File: config.mk
export PLATFORM = sky130hd
export DESIGN_NAME = bounded_priority_drop_retry_queue_flat
export DESIGN_NICKNAME = d
export VERILOG_FILES = /design/src/sv/bpdrq_pkg.sv /design/src/sv/bpdrq_req_if.sv /design/src/sv/bpdrq_rsp_if.sv /design/src/sv/bpdrq_mem.sv /design/src/sv/bounded_priority_drop_retry_queue.sv /design/src/flat_wrapper.sv
export SDC_FILE = /design/constraint.sdc
export NUM_CORES = 2
export LEC_CHECK = 0
export ABC_AREA = 1
export BUFFER_PORTS_ARGS = -buffer_cell sky130_fd_sc_hd__buf_2
export CAP_MARGIN = 20
export CORE_MARGIN = 5
export CORE_UTILIZATION = 25
export DETAILED_ROUTE_END_ITERATION = 6
export SYNTH_ARGS = -nofsm -noshare
export SYNTH_HDL_FRONTEND = slang
export SYNTH_SLANG_ARGS = --single-unit
File: constraint.sdc
create_clock -name clk -period 6 [get_ports clk]
set_clock_uncertainty 0.05 [all_clocks]
set_input_delay 1.2 -clock clk [delete_from_list [all_inputs] [get_ports clk]]
set_output_delay 1.2 -clock clk [all_outputs]
set_load 0.01 [all_outputs]
File: src/sv/bpdrq_pkg.sv
// ============================================================================
// bpdrq_pkg
// Shared types, codes and defaults of the bounded priority drop/retry queue.
// ============================================================================
package bpdrq_pkg;

    localparam int DEPTH_DEFAULT    = 32;
    localparam int TAG_BITS_DEFAULT = 16;

    localparam int OP_W        = 2;
    localparam int FIELD_TAG_W = 16;
    localparam int PRIO_W      = 16;
    localparam int RETRY_W     = 4;
    localparam int EVENT_W     = 3;
    localparam int QCOUNT_W    = 6;
    localparam int CFG_DATA_W  = 6;
    localparam int CFG_INDEX_W = 1;

    localparam logic [5:0] QUEUE_LIMIT_RESET = 6'd20;
    localparam logic [3:0] RETRY_LIMIT_RESET = 4'd1;

    typedef enum logic [OP_W-1:0] {
        OP_ENQUEUE  = 2'd0,
        OP_DISPATCH = 2'd1,
        OP_COMPLETE = 2'd2
    } op_t;

    typedef enum logic [EVENT_W-1:0] {
        EV_QUEUED     = 3'd0,
        EV_DISPATCHED = 3'd1,
        EV_NOTHING    = 3'd2,
        EV_SUCCESS    = 3'd3,
        EV_REQUEUED   = 3'd4,
        EV_GAVE_UP    = 3'd5,
        EV_IGNORED    = 3'd6
    } event_t;

    typedef enum logic [CFG_INDEX_W-1:0] {
        CFG_QUEUE_LIMIT = 1'd0,
        CFG_RETRY_LIMIT = 1'd1
    } cfg_reg_t;

    typedef enum logic [2:0] {
        S_IDLE,
        S_SCAN,
        S_SHIFT,
        S_APPEND,
        S_FETCH,
        S_DONE
    } state_t;

endpackage

File: src/sv/bpdrq_req_if.sv
// ============================================================================
// bpdrq_req_if
// Request channel: valid/ready handshake plus one request item.
// ============================================================================
interface bpdrq_req_if;
    logic                                   valid;
    logic                                   ready;
    logic [bpdrq_pkg::OP_W-1:0]             operation;
    logic [bpdrq_pkg::FIELD_TAG_W-1:0]      request_tag;
    logic signed [bpdrq_pkg::PRIO_W-1:0]    request_priority;
    logic [bpdrq_pkg::RETRY_W-1:0]          retries_used;
    logic                                   failed;
    logic                                   refused;

    modport source (
        output valid, operation, request_tag, request_priority, retries_used, failed, refused,
        input  ready
    );
    modport sink (
        input  valid, operation, request_tag, request_priority, retries_used, failed, refused,
        output ready
    );
endinterface

File: src/sv/bpdrq_rsp_if.sv
// ============================================================================
// bpdrq_rsp_if
// Response channel: valid/ready handshake plus one result item.
// ============================================================================
interface bpdrq_rsp_if;
    logic                                   valid;
    logic                                   ready;
    logic [bpdrq_pkg::EVENT_W-1:0]          event_res;
    logic [bpdrq_pkg::FIELD_TAG_W-1:0]      item_tag;
    logic                                   evicted;
    logic [bpdrq_pkg::FIELD_TAG_W-1:0]      evicted_tag;
    logic signed [bpdrq_pkg::PRIO_W-1:0]    evicted_priority;
    logic [bpdrq_pkg::QCOUNT_W-1:0]         queue_count;
    logic                                   connection_error;

    modport source (
        output valid, event_res, item_tag, evicted, evicted_tag, evicted_priority,
               queue_count, connection_error,
        input  ready
    );
    modport sink (
        input  valid, event_res, item_tag, evicted, evicted_tag, evicted_priority,
               queue_count, connection_error,
        output ready
    );
endinterface

File: src/sv/bpdrq_mem.sv
// ============================================================================
// bpdrq_mem
// Entry store: one write port, one read port, registered read data.
// ============================================================================
module bpdrq_mem #(
    parameter int DEPTH = bpdrq_pkg::DEPTH_DEFAULT,
    parameter int WIDTH = 36
) (
    input  logic                     clk,
    input  logic                     we,
    input  logic [$clog2(DEPTH)-1:0] waddr,
    input  logic [WIDTH-1:0]         wdata,
    input  logic                     re,
    input  logic [$clog2(DEPTH)-1:0] raddr,
    output logic [WIDTH-1:0]         rdata
);

    logic [WIDTH-1:0] mem [DEPTH];

    always_ff @(posedge clk)
    begin
        if (we)
        begin
            mem[waddr] <= wdata;
        end
    end

    always_ff @(posedge clk)
    begin
        if (re)
        begin
            rdata <= mem[raddr];
        end
    end

endmodule

File: src/sv/bounded_priority_drop_retry_queue.sv
// ============================================================================
// bounded_priority_drop_retry_queue
// Request FIFO with lowest-priority eviction, one in-flight slot and retries.
//
// One item is worked at a time; request.ready is high only while the
// sequencer is idle, and the next item may be taken while the previous result
// still waits on the response channel. Entries live in a single-port-read
// ring buffer, so every pass over the queue reads its entries one at a time.
// An insert at the limit (enqueue or requeue) scans all N queued entries
// through one priority comparator, then moves the entries behind the evicted
// one down a slot.
// ============================================================================
module bounded_priority_drop_retry_queue #(
    parameter int QUEUE_DEPTH = bpdrq_pkg::DEPTH_DEFAULT,
    parameter int TAG_BITS    = bpdrq_pkg::TAG_BITS_DEFAULT
) (
    input  logic                                clk,
    input  logic                                rst_n,
    input  logic                                cfg_we,
    input  logic [bpdrq_pkg::CFG_INDEX_W-1:0]   cfg_index,
    input  logic [bpdrq_pkg::CFG_DATA_W-1:0]    cfg_data,
    bpdrq_req_if.sink                           request,
    bpdrq_rsp_if.source                         response
);

    localparam int AW   = $clog2(QUEUE_DEPTH);
    localparam int CW   = $clog2(QUEUE_DEPTH + 1);
    localparam int SW   = CW + 1;
    localparam int CMPW = (CW > 6) ? CW : 6;
    localparam int RW   = bpdrq_pkg::RETRY_W;
    localparam int PW   = bpdrq_pkg::PRIO_W;
    localparam int FTW  = bpdrq_pkg::FIELD_TAG_W;
    localparam int EW   = TAG_BITS + PW + RW;

    bpdrq_pkg::state_t state_reg, state_next;

    logic [AW-1:0]          head_reg, head_next;
    logic [CW-1:0]          count_reg, count_next;
    logic                   busy_reg, busy_next;
    logic [TAG_BITS-1:0]    flight_tag_reg, flight_tag_next;
    logic signed [PW-1:0]   flight_prio_reg, flight_prio_next;
    logic [RW-1:0]          flight_retries_reg, flight_retries_next;
    logic [5:0]             qlim_reg, qlim_next;
    logic [3:0]             rlim_reg, rlim_next;

    logic [TAG_BITS-1:0]    ins_tag_reg, ins_tag_next;
    logic signed [PW-1:0]   ins_prio_reg, ins_prio_next;
    logic [RW-1:0]          ins_retries_reg, ins_retries_next;

    logic [CW-1:0]          idx_reg, idx_next;
    logic                   rd_vld_reg, rd_vld_next;
    logic [CW-1:0]          rd_lidx_reg, rd_lidx_next;
    logic signed [PW-1:0]   min_prio_reg, min_prio_next;
    logic [CW-1:0]          min_lidx_reg, min_lidx_next;
    logic [TAG_BITS-1:0]    min_tag_reg, min_tag_next;

    bpdrq_pkg::event_t      res_event_reg, res_event_next;
    logic [FTW-1:0]         res_tag_reg, res_tag_next;
    logic                   res_evicted_reg, res_evicted_next;
    logic [FTW-1:0]         res_ev_tag_reg, res_ev_tag_next;
    logic signed [PW-1:0]   res_ev_prio_reg, res_ev_prio_next;
    logic                   res_conn_reg, res_conn_next;

    logic                   out_valid_reg, out_valid_next;
    bpdrq_pkg::event_t      out_event_reg, out_event_next;
    logic [FTW-1:0]         out_tag_reg, out_tag_next;
    logic                   out_evicted_reg, out_evicted_next;
    logic [FTW-1:0]         out_ev_tag_reg, out_ev_tag_next;
    logic signed [PW-1:0]   out_ev_prio_reg, out_ev_prio_next;
    logic [5:0]             out_count_reg, out_count_next;
    logic                   out_conn_reg, out_conn_next;

    logic                   mem_we;
    logic [AW-1:0]          mem_waddr;
    logic [EW-1:0]          mem_wdata;
    logic                   mem_re;
    logic [AW-1:0]          mem_raddr;
    logic [EW-1:0]          mem_rdata;

    logic [TAG_BITS-1:0]    rd_tag;
    logic signed [PW-1:0]   rd_prio;
    logic [RW-1:0]          rd_retries;
    logic [TAG_BITS-1:0]    req_tag_m;
    logic [CMPW-1:0]        eff_limit;
    logic                   at_limit;
    logic                   take;
    logic                   out_load;

    // logical queue position -> ring buffer slot
    function automatic logic [AW-1:0] phys(input logic [AW-1:0] head, input logic [CW-1:0] i);
        logic [SW-1:0] sum;
        begin
            sum = SW'(head) + SW'(i);
            if (sum >= SW'(QUEUE_DEPTH))
            begin
                sum = sum - SW'(QUEUE_DEPTH);
            end
            return sum[AW-1:0];
        end
    endfunction

    bpdrq_mem #(
        .DEPTH (QUEUE_DEPTH),
        .WIDTH (EW)
    ) u_mem (
        .clk   (clk),
        .we    (mem_we),
        .waddr (mem_waddr),
        .wdata (mem_wdata),
        .re    (mem_re),
        .raddr (mem_raddr),
        .rdata (mem_rdata)
    );

    assign rd_tag     = mem_rdata[EW-1 -: TAG_BITS];
    assign rd_prio    = mem_rdata[RW +: PW];
    assign rd_retries = mem_rdata[RW-1:0];
    assign req_tag_m  = TAG_BITS'(request.request_tag);

    // zero acts as one, anything above the depth saturates
    always_comb
    begin
        eff_limit = CMPW'(qlim_reg);
        if (eff_limit == '0)
        begin
            eff_limit = CMPW'(1);
        end
        else if (eff_limit > CMPW'(QUEUE_DEPTH))
        begin
            eff_limit = CMPW'(QUEUE_DEPTH);
        end
    end

    assign at_limit = (CMPW'(count_reg) >= eff_limit) && (count_reg != '0);
    assign take     = rd_vld_reg && ((rd_lidx_reg == '0) || (rd_prio < min_prio_reg));
    assign out_load = (state_reg == bpdrq_pkg::S_DONE) && (!out_valid_reg || response.ready);

    assign request.ready = (state_reg == bpdrq_pkg::S_IDLE);

    assign response.valid            = out_valid_reg;
    assign response.event_res        = out_event_reg;
    assign response.item_tag         = out_tag_reg;
    assign response.evicted          = out_evicted_reg;
    assign response.evicted_tag      = out_ev_tag_reg;
    assign response.evicted_priority = out_ev_prio_reg;
    assign response.queue_count      = out_count_reg;
    assign response.connection_error = out_conn_reg;

    always_comb
    begin
        state_next          = state_reg;
        head_next           = head_reg;
        count_next          = count_reg;
        busy_next           = busy_reg;
        flight_tag_next     = flight_tag_reg;
        flight_prio_next    = flight_prio_reg;
        flight_retries_next = flight_retries_reg;
        qlim_next           = qlim_reg;
        rlim_next           = rlim_reg;
        ins_tag_next        = ins_tag_reg;
        ins_prio_next       = ins_prio_reg;
        ins_retries_next    = ins_retries_reg;
        idx_next            = idx_reg;
        rd_vld_next         = 1'b0;
        rd_lidx_next        = rd_lidx_reg;
        min_prio_next       = min_prio_reg;
        min_lidx_next       = min_lidx_reg;
        min_tag_next        = min_tag_reg;
        res_event_next      = res_event_reg;
        res_tag_next        = res_tag_reg;
        res_evicted_next    = res_evicted_reg;
        res_ev_tag_next     = res_ev_tag_reg;
        res_ev_prio_next    = res_ev_prio_reg;
        res_conn_next       = res_conn_reg;
        out_valid_next      = out_valid_reg && !response.ready;
        out_event_next      = out_event_reg;
        out_tag_next        = out_tag_reg;
        out_evicted_next    = out_evicted_reg;
        out_ev_tag_next     = out_ev_tag_reg;
        out_ev_prio_next    = out_ev_prio_reg;
        out_count_next      = out_count_reg;
        out_conn_next       = out_conn_reg;
        mem_we              = 1'b0;
        mem_waddr           = head_reg;
        mem_wdata           = {ins_tag_reg, ins_prio_reg, ins_retries_reg};
        mem_re              = 1'b0;
        mem_raddr           = head_reg;

        if (cfg_we && (cfg_index == bpdrq_pkg::CFG_QUEUE_LIMIT))
        begin
            qlim_next = cfg_data;
        end
        if (cfg_we && (cfg_index == bpdrq_pkg::CFG_RETRY_LIMIT))
        begin
            rlim_next = cfg_data[3:0];
        end

        case (state_reg)
            bpdrq_pkg::S_IDLE:
            begin
                if (request.valid)
                begin
                    res_tag_next     = '0;
                    res_evicted_next = 1'b0;
                    res_ev_tag_next  = '0;
                    res_ev_prio_next = '0;
                    res_conn_next    = 1'b0;
                    idx_next         = '0;
                    case (request.operation)
                        bpdrq_pkg::OP_ENQUEUE:
                        begin
                            res_event_next   = bpdrq_pkg::EV_QUEUED;
                            res_tag_next     = FTW'(req_tag_m);
                            ins_tag_next     = req_tag_m;
                            ins_prio_next    = request.request_priority;
                            ins_retries_next = request.retries_used;
                            state_next       = at_limit ? bpdrq_pkg::S_SCAN : bpdrq_pkg::S_APPEND;
                        end
                        bpdrq_pkg::OP_DISPATCH:
                        begin
                            if (busy_reg || (count_reg == '0))
                            begin
                                res_event_next = bpdrq_pkg::EV_NOTHING;
                                state_next     = bpdrq_pkg::S_DONE;
                            end
                            else
                            begin
                                mem_re     = 1'b1;
                                mem_raddr  = head_reg;
                                state_next = bpdrq_pkg::S_FETCH;
                            end
                        end
                        bpdrq_pkg::OP_COMPLETE:
                        begin
                            if (busy_reg)
                            begin
                                busy_next    = 1'b0;
                                res_tag_next = FTW'(flight_tag_reg);
                                state_next   = bpdrq_pkg::S_DONE;
                                if (!request.failed)
                                begin
                                    res_event_next = bpdrq_pkg::EV_SUCCESS;
                                end
                                else
                                begin
                                    res_conn_next = request.refused;
                                    if (flight_retries_reg < rlim_reg)
                                    begin
                                        res_event_next   = bpdrq_pkg::EV_REQUEUED;
                                        ins_tag_next     = flight_tag_reg;
                                        ins_prio_next    = flight_prio_reg;
                                        ins_retries_next = flight_retries_reg + RW'(1);
                                        state_next       = at_limit ? bpdrq_pkg::S_SCAN
                                                                    : bpdrq_pkg::S_APPEND;
                                    end
                                    else
                                    begin
                                        res_event_next = bpdrq_pkg::EV_GAVE_UP;
                                    end
                                end
                            end
                            else
                            begin
                                res_event_next = bpdrq_pkg::EV_IGNORED;
                                state_next     = bpdrq_pkg::S_DONE;
                            end
                        end
                        default:
                        begin
                            res_event_next = bpdrq_pkg::EV_IGNORED;
                            state_next     = bpdrq_pkg::S_DONE;
                        end
                    endcase
                end
            end

            // one read per cycle, compare works on the registered read data
            bpdrq_pkg::S_SCAN:
            begin
                if (take)
                begin
                    min_prio_next = rd_prio;
                    min_lidx_next = rd_lidx_reg;
                    min_tag_next  = rd_tag;
                end
                if (idx_reg < count_reg)
                begin
                    mem_re       = 1'b1;
                    mem_raddr    = phys(head_reg, idx_reg);
                    idx_next     = idx_reg + CW'(1);
                    rd_vld_next  = 1'b1;
                    rd_lidx_next = idx_reg;
                end
                if (rd_vld_reg && (rd_lidx_reg == count_reg - CW'(1)))
                begin
                    res_evicted_next = 1'b1;
                    res_ev_tag_next  = FTW'(take ? rd_tag : min_tag_reg);
                    res_ev_prio_next = take ? rd_prio : min_prio_reg;
                    idx_next         = (take ? rd_lidx_reg : min_lidx_reg) + CW'(1);
                    rd_vld_next      = 1'b0;
                    state_next       = bpdrq_pkg::S_SHIFT;
                end
            end

            // close the gap: entry i+1 moves to slot i
            bpdrq_pkg::S_SHIFT:
            begin
                if (rd_vld_reg)
                begin
                    mem_we    = 1'b1;
                    mem_waddr = phys(head_reg, rd_lidx_reg - CW'(1));
                    mem_wdata = mem_rdata;
                end
                if (idx_reg < count_reg)
                begin
                    mem_re       = 1'b1;
                    mem_raddr    = phys(head_reg, idx_reg);
                    idx_next     = idx_reg + CW'(1);
                    rd_vld_next  = 1'b1;
                    rd_lidx_next = idx_reg;
                end
                else if (!rd_vld_reg)
                begin
                    count_next = count_reg - CW'(1);
                    state_next = bpdrq_pkg::S_APPEND;
                end
            end

            bpdrq_pkg::S_APPEND:
            begin
                mem_we     = 1'b1;
                mem_waddr  = phys(head_reg, count_reg);
                mem_wdata  = {ins_tag_reg, ins_prio_reg, ins_retries_reg};
                count_next = count_reg + CW'(1);
                state_next = bpdrq_pkg::S_DONE;
            end

            bpdrq_pkg::S_FETCH:
            begin
                busy_next           = 1'b1;
                flight_tag_next     = rd_tag;
                flight_prio_next    = rd_prio;
                flight_retries_next = rd_retries;
                head_next           = (head_reg == AW'(QUEUE_DEPTH - 1)) ? '0
                                                                         : head_reg + AW'(1);
                count_next          = count_reg - CW'(1);
                res_event_next      = bpdrq_pkg::EV_DISPATCHED;
                res_tag_next        = FTW'(rd_tag);
                state_next          = bpdrq_pkg::S_DONE;
            end

            bpdrq_pkg::S_DONE:
            begin
                if (out_load)
                begin
                    out_valid_next   = 1'b1;
                    out_event_next   = res_event_reg;
                    out_tag_next     = res_tag_reg;
                    out_evicted_next = res_evicted_reg;
                    out_ev_tag_next  = res_ev_tag_reg;
                    out_ev_prio_next = res_ev_prio_reg;
                    out_count_next   = 6'(count_reg);
                    out_conn_next    = res_conn_reg;
                    state_next       = bpdrq_pkg::S_IDLE;
                end
            end

            default:
            begin
                state_next = bpdrq_pkg::S_IDLE;
            end
        endcase
    end

    always_ff @(posedge clk or negedge rst_n)
    begin
        if (!rst_n)
        begin
            state_reg          <= bpdrq_pkg::S_IDLE;
            head_reg           <= '0;
            count_reg          <= '0;
            busy_reg           <= 1'b0;
            flight_tag_reg     <= '0;
            flight_prio_reg    <= '0;
            flight_retries_reg <= '0;
            qlim_reg           <= bpdrq_pkg::QUEUE_LIMIT_RESET;
            rlim_reg           <= bpdrq_pkg::RETRY_LIMIT_RESET;
            rd_vld_reg         <= 1'b0;
            out_valid_reg      <= 1'b0;
        end
        else
        begin
            state_reg          <= state_next;
            head_reg           <= head_next;
            count_reg          <= count_next;
            busy_reg           <= busy_next;
            flight_tag_reg     <= flight_tag_next;
            flight_prio_reg    <= flight_prio_next;
            flight_retries_reg <= flight_retries_next;
            qlim_reg           <= qlim_next;
            rlim_reg           <= rlim_next;
            rd_vld_reg         <= rd_vld_next;
            out_valid_reg      <= out_valid_next;
        end
    end

    always_ff @(posedge clk)
    begin
        ins_tag_reg      <= ins_tag_next;
        ins_prio_reg     <= ins_prio_next;
        ins_retries_reg  <= ins_retries_next;
        idx_reg          <= idx_next;
        rd_lidx_reg      <= rd_lidx_next;
        min_prio_reg     <= min_prio_next;
        min_lidx_reg     <= min_lidx_next;
        min_tag_reg      <= min_tag_next;
        res_event_reg    <= res_event_next;
        res_tag_reg      <= res_tag_next;
        res_evicted_reg  <= res_evicted_next;
        res_ev_tag_reg   <= res_ev_tag_next;
        res_ev_prio_reg  <= res_ev_prio_next;
        res_conn_reg     <= res_conn_next;
        out_event_reg    <= out_event_next;
        out_tag_reg      <= out_tag_next;
        out_evicted_reg  <= out_evicted_next;
        out_ev_tag_reg   <= out_ev_tag_next;
        out_ev_prio_reg  <= out_ev_prio_next;
        out_count_reg    <= out_count_next;
        out_conn_reg     <= out_conn_next;
    end

    a_count_bound: assert property (@(posedge clk) disable iff (!rst_n)
        count_reg <= CW'(QUEUE_DEPTH))
        else $error("queue count above depth");

    a_append_room: assert property (@(posedge clk) disable iff (!rst_n)
        state_reg == bpdrq_pkg::S_APPEND |-> count_reg < CW'(QUEUE_DEPTH))
        else $error("append into a full queue");

    a_scan_nonempty: assert property (@(posedge clk) disable iff (!rst_n)
        state_reg == bpdrq_pkg::S_SCAN |-> count_reg != '0)
        else $error("eviction scan over an empty queue");

    a_dispatch_busy: assert property (@(posedge clk) disable iff (!rst_n)
        out_load && res_event_reg == bpdrq_pkg::EV_DISPATCHED |-> busy_reg)
        else $error("dispatch reported without an item in flight");

endmodule

File: src/flat_wrapper.sv
// flat-port wrapper written by rule: the top's interface ports become plain ports
module bounded_priority_drop_retry_queue_flat 
#(
    parameter int QUEUE_DEPTH = bpdrq_pkg::DEPTH_DEFAULT,
    parameter int TAG_BITS    = bpdrq_pkg::TAG_BITS_DEFAULT
)
  (clk, rst_n, cfg_we, cfg_index, cfg_data, request_valid, request_operation, request_request_tag, request_request_priority, request_retries_used, request_failed, request_refused, request_ready, response_valid, response_event_res, response_item_tag, response_evicted, response_evicted_tag, response_evicted_priority, response_queue_count, response_connection_error, response_ready);
  bpdrq_req_if request_i ();
  bpdrq_rsp_if response_i ();
  input  logic clk;
  input  logic rst_n;
  input  logic cfg_we;
  input  logic [bpdrq_pkg::CFG_INDEX_W-1:0] cfg_index;
  input  logic [bpdrq_pkg::CFG_DATA_W-1:0] cfg_data;
  input wire logic [$bits(request_i.valid)-1:0] request_valid;
  input wire logic [$bits(request_i.operation)-1:0] request_operation;
  input wire logic [$bits(request_i.request_tag)-1:0] request_request_tag;
  input wire logic [$bits(request_i.request_priority)-1:0] request_request_priority;
  input wire logic [$bits(request_i.retries_used)-1:0] request_retries_used;
  input wire logic [$bits(request_i.failed)-1:0] request_failed;
  input wire logic [$bits(request_i.refused)-1:0] request_refused;
  output wire logic [$bits(request_i.ready)-1:0] request_ready;
  output wire logic [$bits(response_i.valid)-1:0] response_valid;
  output wire logic [$bits(response_i.event_res)-1:0] response_event_res;
  output wire logic [$bits(response_i.item_tag)-1:0] response_item_tag;
  output wire logic [$bits(response_i.evicted)-1:0] response_evicted;
  output wire logic [$bits(response_i.evicted_tag)-1:0] response_evicted_tag;
  output wire logic [$bits(response_i.evicted_priority)-1:0] response_evicted_priority;
  output wire logic [$bits(response_i.queue_count)-1:0] response_queue_count;
  output wire logic [$bits(response_i.connection_error)-1:0] response_connection_error;
  input wire logic [$bits(response_i.ready)-1:0] response_ready;
  assign request_i.valid = request_valid;
  assign request_i.operation = request_operation;
  assign request_i.request_tag = request_request_tag;
  assign request_i.request_priority = request_request_priority;
  assign request_i.retries_used = request_retries_used;
  assign request_i.failed = request_failed;
  assign request_i.refused = request_refused;
  assign request_ready = request_i.ready;
  assign response_valid = response_i.valid;
  assign response_event_res = response_i.event_res;
  assign response_item_tag = response_i.item_tag;
  assign response_evicted = response_i.evicted;
  assign response_evicted_tag = response_i.evicted_tag;
  assign response_evicted_priority = response_i.evicted_priority;
  assign response_queue_count = response_i.queue_count;
  assign response_connection_error = response_i.connection_error;
  assign response_i.ready = response_ready;
  bounded_priority_drop_retry_queue #(.QUEUE_DEPTH(QUEUE_DEPTH), .TAG_BITS(TAG_BITS)) u_core (.clk(clk), .rst_n(rst_n), .cfg_we(cfg_we), .cfg_index(cfg_index), .cfg_data(cfg_data), .request(request_i), .response(response_i));
endmodule
-- After elaboration in Yosys (flattened, before gate mapping)
Memories as Yosys holds them, arrays and structs flattened. A register that Yosys moved wholly into a read port is not among the register bits.
Cells that the tools add are included.
- register bits: 261
- bits in latches: 0
- memory bits (writable): 1152
- bits in read-only memories: 0
- output and inout bits: 61
- memories kept: 1
- memory list (name ; words ; bits a word ; read ports ; clocked after memory_dff ; wr ports ; RTL line ; source):
    u_core.u_mem.mem ; 32 ; 36 ; 1 ; 1 ; 1 ; bpdrq_mem.sv:18 ; logic [WIDTH-1:0] mem [DEPTH];
- add/subtract/negate cells: 13
- multiply operators: 0
- divide/modulo/power cells: 0
- order comparisons: 8
- eq/ne operators: 19
- shift operators: 0
- multiplexer cells: 81
- bitwise gates (word level): 1
- reductions and logical operators: 37
- operators with widths (operator ; number):
    $mux W16 ; 13
    $pmux W16 S2 ; 6
    $mux W36 ; 2
    $mux W6 ; 8
    $mux W3 ; 12
    $pmux W6 S3 ; 2
    $mux W5 ; 7
    $add A5 B6 Y7 ; 3
    $ge A7 B6 Y1 const B ; 3
    $add A6 B1 Y6 const B ; 3
    $logic_not A6 Y1 ; 3
    $pmux W3 S3 ; 2
    $lt A16 B16 Y1 ; 1
    $mux W1 ; 16
    $pmux W3 S5 ; 1
    $reduce_and A3 Y1 ; 5
    $sub A5 B1 Y5 const B ; 3
    $mux W4 ; 3
    $sub A6 B1 Y6 const B ; 2
    $ne A2 B1 Y1 const B ; 5
    $pmux W1 S2 ; 5
    $pmux W5 S2 ; 1
    $reduce_and A2 Y1 ; 5
    $ne A2 B2 Y1 const B ; 4
    other kinds (29) ; 44

-- Depth between registers and ports, before layout
- depth in word-level cells: 12
- mapped depth: 22
- gate-level depth less buffers: 21

-- By module
A second synthesis with hierarchy kept.
- cells, all modules: 5252
- area total of the unflattened synthesis: 60610.6 µm²
- by module, submodules not included (module ; instances ; cells an instance ; area each (µm²)):
    bpdrq_mem ; 1 ; 3969 ; 48062.3
    bounded_priority_drop_retry_queue ; 1 ; 1283 ; 12548.3

-- Worst setup path before layout
Ideal clock, no wire load.
- kind: input-to-reg
- start point: input port response_ready
- end point: register u_core.out_conn_reg (netlist: u_core.response.connection_error), enable pin
- library setup time: 496 ps
- data arrival time: 4145 ps
- required time: 5454 ps
- slack: 1310 ps
- stages on the path: 2
- buffers on the path: 0
- cells stage by stage: inv_1 > a21oi_1
- word-level cells in the longest chain between the ends: 3
- RTL lines (element ; RTL line ; source):
    start, declared ; flat_wrapper.sv:31 ; input wire logic [$bits(response_i.ready)-1:0] response_ready;
    $logic_or A1 B1 Y1 ; bounded_priority_drop_retry_queue.sv:136 ; assign out_load = (state_reg == bpdrq_pkg::S_DONE) && (!out_valid_reg || response.ready);
    $logic_and A1 B1 Y1 ; bounded_priority_drop_retry_queue.sv:136 ;
    $reduce_and A2 Y1 (no line) ; - ;
    end signal, assigned ; bounded_priority_drop_retry_queue.sv:429 ; out_conn_reg <= out_conn_next;
    end, declared ; bounded_priority_drop_retry_queue.sv:71 ; logic out_conn_reg, out_conn_next;
No other way between the ends.
A chain may end at the register's enable or synchronous reset.

-- Worst setup path in the final report
- start point: register u_core.rd_lidx_reg[0]
- end point: memory u_core.u_mem.mem[11][6], enable pin
- word-level cells in the longest chain between the ends: 6
- elaborated cells between the ends (all ways): 7
- RTL lines (element ; RTL line ; source):
    start, declared ; bounded_priority_drop_retry_queue.sv:52 ; logic [CW-1:0] rd_lidx_reg, rd_lidx_next;
    start signal, assigned ; bounded_priority_drop_retry_queue.sv:413 ; rd_lidx_reg <= rd_lidx_next;
    $sub A6 B1 Y6 * ; bounded_priority_drop_retry_queue.sv:311 ; mem_waddr = phys(head_reg, rd_lidx_reg - CW'(1));
    $add A5 B6 Y7 * ; bounded_priority_drop_retry_queue.sv:93 ; sum = SW'(head) + SW'(i);
    $ge A7 B6 Y1 / $sub A5 B1 Y5 (equally long branches) ; bounded_priority_drop_retry_queue.sv:94, bounded_priority_drop_retry_queue.sv:96 ;
    $mux W5 * ; bounded_priority_drop_retry_queue.sv:94 ; if (sum >= SW'(QUEUE_DEPTH))
    $mux W5 * ; bounded_priority_drop_retry_queue.sv:308 ; if (rd_vld_reg)
    $pmux W5 S2 * ; bounded_priority_drop_retry_queue.sv:198 ; case (state_reg)
    end, declared ; bpdrq_mem.sv:18 ;
Every way passes the cells marked *; elsewhere a longest branch is shown, timed or not.

==> flow_summary.yaml <==
run_status:
  status: "finished with violations"
  violations: "design-rule violations"
logic_synthesis:
  synth_top_area_share: 0.681
  async_reset_ff_frac: 0.0435
  ys_warn_count: 0
  synth_top_area_cell: "edfxtp_1"
  ys_seq_area_frac: 0.706
  syn_area_per_cell_um2: 11.9
  synthCells: 5119
  synthFlopType: "edfxtp_1"
  synth_nets: 5223
  netlist_area_um2: 61100
  synth_cell_type_count: 50
  synth_edf_count: 1386
  synthTopCellsByArea: "edfxtp_1, o211ai_1, nand2_1, inv_1, nand3_1"
  ys_seq_elements: 1449
clocking:
  clk_pin_slew_worst_paths_ns: 0.06
  clkLatencyLatePin_ns: 0.78
  cts_setup_buffers: 0
  cts_resized: 0
  max-clock-path-buffers: 3
  htreeDepth: 4
  cts.hold.buffers_added: 0
  cts_made_buffers: 147
  cts_tree: "done"
  cts_num_sinks: 1449
  root_buffer: "clkbuf_16"
sta:
  tightest_slew_ns: 1.04
  hold_violations: 0
  relSlewSlack: 0.309
  finalSetupTns_ns: 0
  post-route-period-util: 0.757
  setup_viol: 0
  slew_viol_final: 0
  fmax_ghz: 0.220
  fin_crit_ns: 4.54
  rsz0062_at_grt: "false"
place:
  io_buffers: 112
  hpwl_um: 95100
  place.gp.congestion: 0.834
die:
  core_um2: 243000
  rows: 181
  die_w_um: 505
  die_h_um: 505
  die_area_um2: 255000
  start_util: 0.251
  num_io_pins: 113
route:
  dr.pass1.iters: 7
  drtAntennaViolNets: 0
  viasPerCell: 4.62
  wl_met1_um: 71400
  drt_iter0_markers: 4023
  drc_errors: 2
  wire_per_inst_um: 19.5
  dr.max_layer_used: "met5"
  wirelength_um: 167000
  met2_length_um: 79100
  met3_length_um: 11600
  dr_total_vias: 39454
worst_setup_path:
  startpoint: "u_core.rd_lidx_reg[0]"
  reg2reg_to: "u_core.u_mem.mem[11][6]"
  crit_path_end_kind: "flip-flop"
  r2r_slack_ns: 1.46
  r2r-start: "u_core.rd_lidx_reg[0]"
  crit_type: "reg2reg"
  cp_max_fo: 17
  endpoint: "u_core.u_mem.mem[11][6]"
  cp.arrival_ns: 4.95
  cp_data_required_time_ns: 6.41
  start_kind: "flip-flop"
  rr_worst_depth: 16
layout:
  drive_gt1_frac: 0.101
  largest_register_ffs: 1152
  layout_commonest_cell: "edfxtp_1"
  syn2layout_area_growth_pct: 16.6
  fin_nets: 5330
  final_cell_mix: "edfxtp_1, nand2_1, inv_1, o211ai_1, nand3_1"
  top_regs: "u_core.u_mem.mem x1152, u_core.u_mem.rdata x36"
  fillers: 24473
  seq_area_um2: 43200
  multi_input_area_um2: 14200
  regMostFlops: "u_core.u_mem.mem"
  antenna_cells: 0
job:
  maxCapViolations: 0
global_route:
  grt_first_pass_wirelength_um: 248000
  grt_max_degree: 169
  grt.total_usage: 0.127
  antenna_found_initial: 3
  overflow: 0
  grt_pass1_vias: 37826
pwr:
  total_power_mw: 41.5
  vdd_ir_drop_max_v: 0.000726
  powerDensity_nw_per_um2: 582
  p_leak_nw: 26.1
worst_hold_path:
  hold_class: "reg2reg"
## worst max-delay path, stage by stage, from the launching register on
cell,delay [ns]
edfxtp_1,0.38
inv_1,0.17
ha_1,0.23
xor2_1,0.17
ha_1,0.30
nand2_1,0.11
nor2_1,0.05
a211oi_1,0.26
nand2_1,0.10
nand2_1,0.07
o221ai_1,0.11
a22oi_1,0.55
inv_1,0.14
nor2_1,0.17
nand2_1,0.25
nor2_4,0.75
buf_4,0.34
## worst min path at each step
stage,from,endpoint,slack (ns),cells past startpoint
after detailed placement,u_core.res_ev_prio_reg[13],u_core.response.evicted_priority[13],0.35,0
after CTS,u_core.res_tag_reg[0],u_core.response.item_tag[0],0.37,0
after floorplan,u_core.res_conn_reg,u_core.response.connection_error,0.35,0
final,u_core.res_ev_prio_reg[2],u_core.response.evicted_priority[2],0.37,0
after global placement,u_core.res_conn_reg,u_core.response.connection_error,0.35,0
after global routing,u_core.res_tag_reg[3],u_core.response.item_tag[3],0.38,0
## synth_stat cells, drive strengths merged (16+ instances only)
master and n:
a21oi 30, a32oi 16, buf 160, clkbuf 126
dfrtp 60, edfxtp 1386, ha 49, inv 767
nand2 1078, nand3 498, nand3b 39, nor2 119
o211ai 543, o21ai 172, xor2 19
## area by class of cell
class,instances,area share
Timing Repair Buffer,244,0.0305
Clock buffer,191,0.0570
Clock inverter,70,0.0100
Tap cell,3202,0.0562
Sequential cell,1449,0.606
Multi-Input combinational cell,2616,0.199
Inverter,768,0.0406
## metrics by stage
stage | util | instances | setup slack, ns | hold slack, ns | area [um2]
final | 0.293 | 8540 | 1.46 | 0.365 | 71300
after global routing | 0.293 | 8540 | 1.29 | 0.379 | 71300
after CTS | 0.292 | 8529 | 1.55 | 0.368 | 71000
after detailed placement | 0.272 | 8268 | 1.56 | 0.355 | 66200
after global placement | 0.272 | 8260 | 1.43 | 0.353 | 66100
after floorplan | - | 5119 | 1.31 | 0.350 | 61100
## power breakdown
part	internal [mW]	total [mW]	switching [mW]
combinational	5.41	18.7	13.3
sequential	12.9	13.6	0.682
clock	5.36	9.16	3.79
total	23.7	41.5	17.8
## layer usage
metal / track usage / vias up
li1: - / 18197
met1: 0.172 / 19472
met2: 0.209 / 1502
met3: 0.0189 / 281
met4: 0.0400 / 2
met5: 0 / -
## logic make-up (layout without fill, tap and decap cells)
group           count (synthesis)  after routing  share of synthesized area
mux                             1              1                   0.000184
simple gates                 1753           1753                      0.122
fa+ha+maj                      52             52                     0.0110
compound gates                785            785                     0.0886
buf+inv                      1054           1273                     0.0681
flops                        1449           1449                      0.706
xor+xnor                       25             25                    0.00370
(Power assumes the default switching activity.)
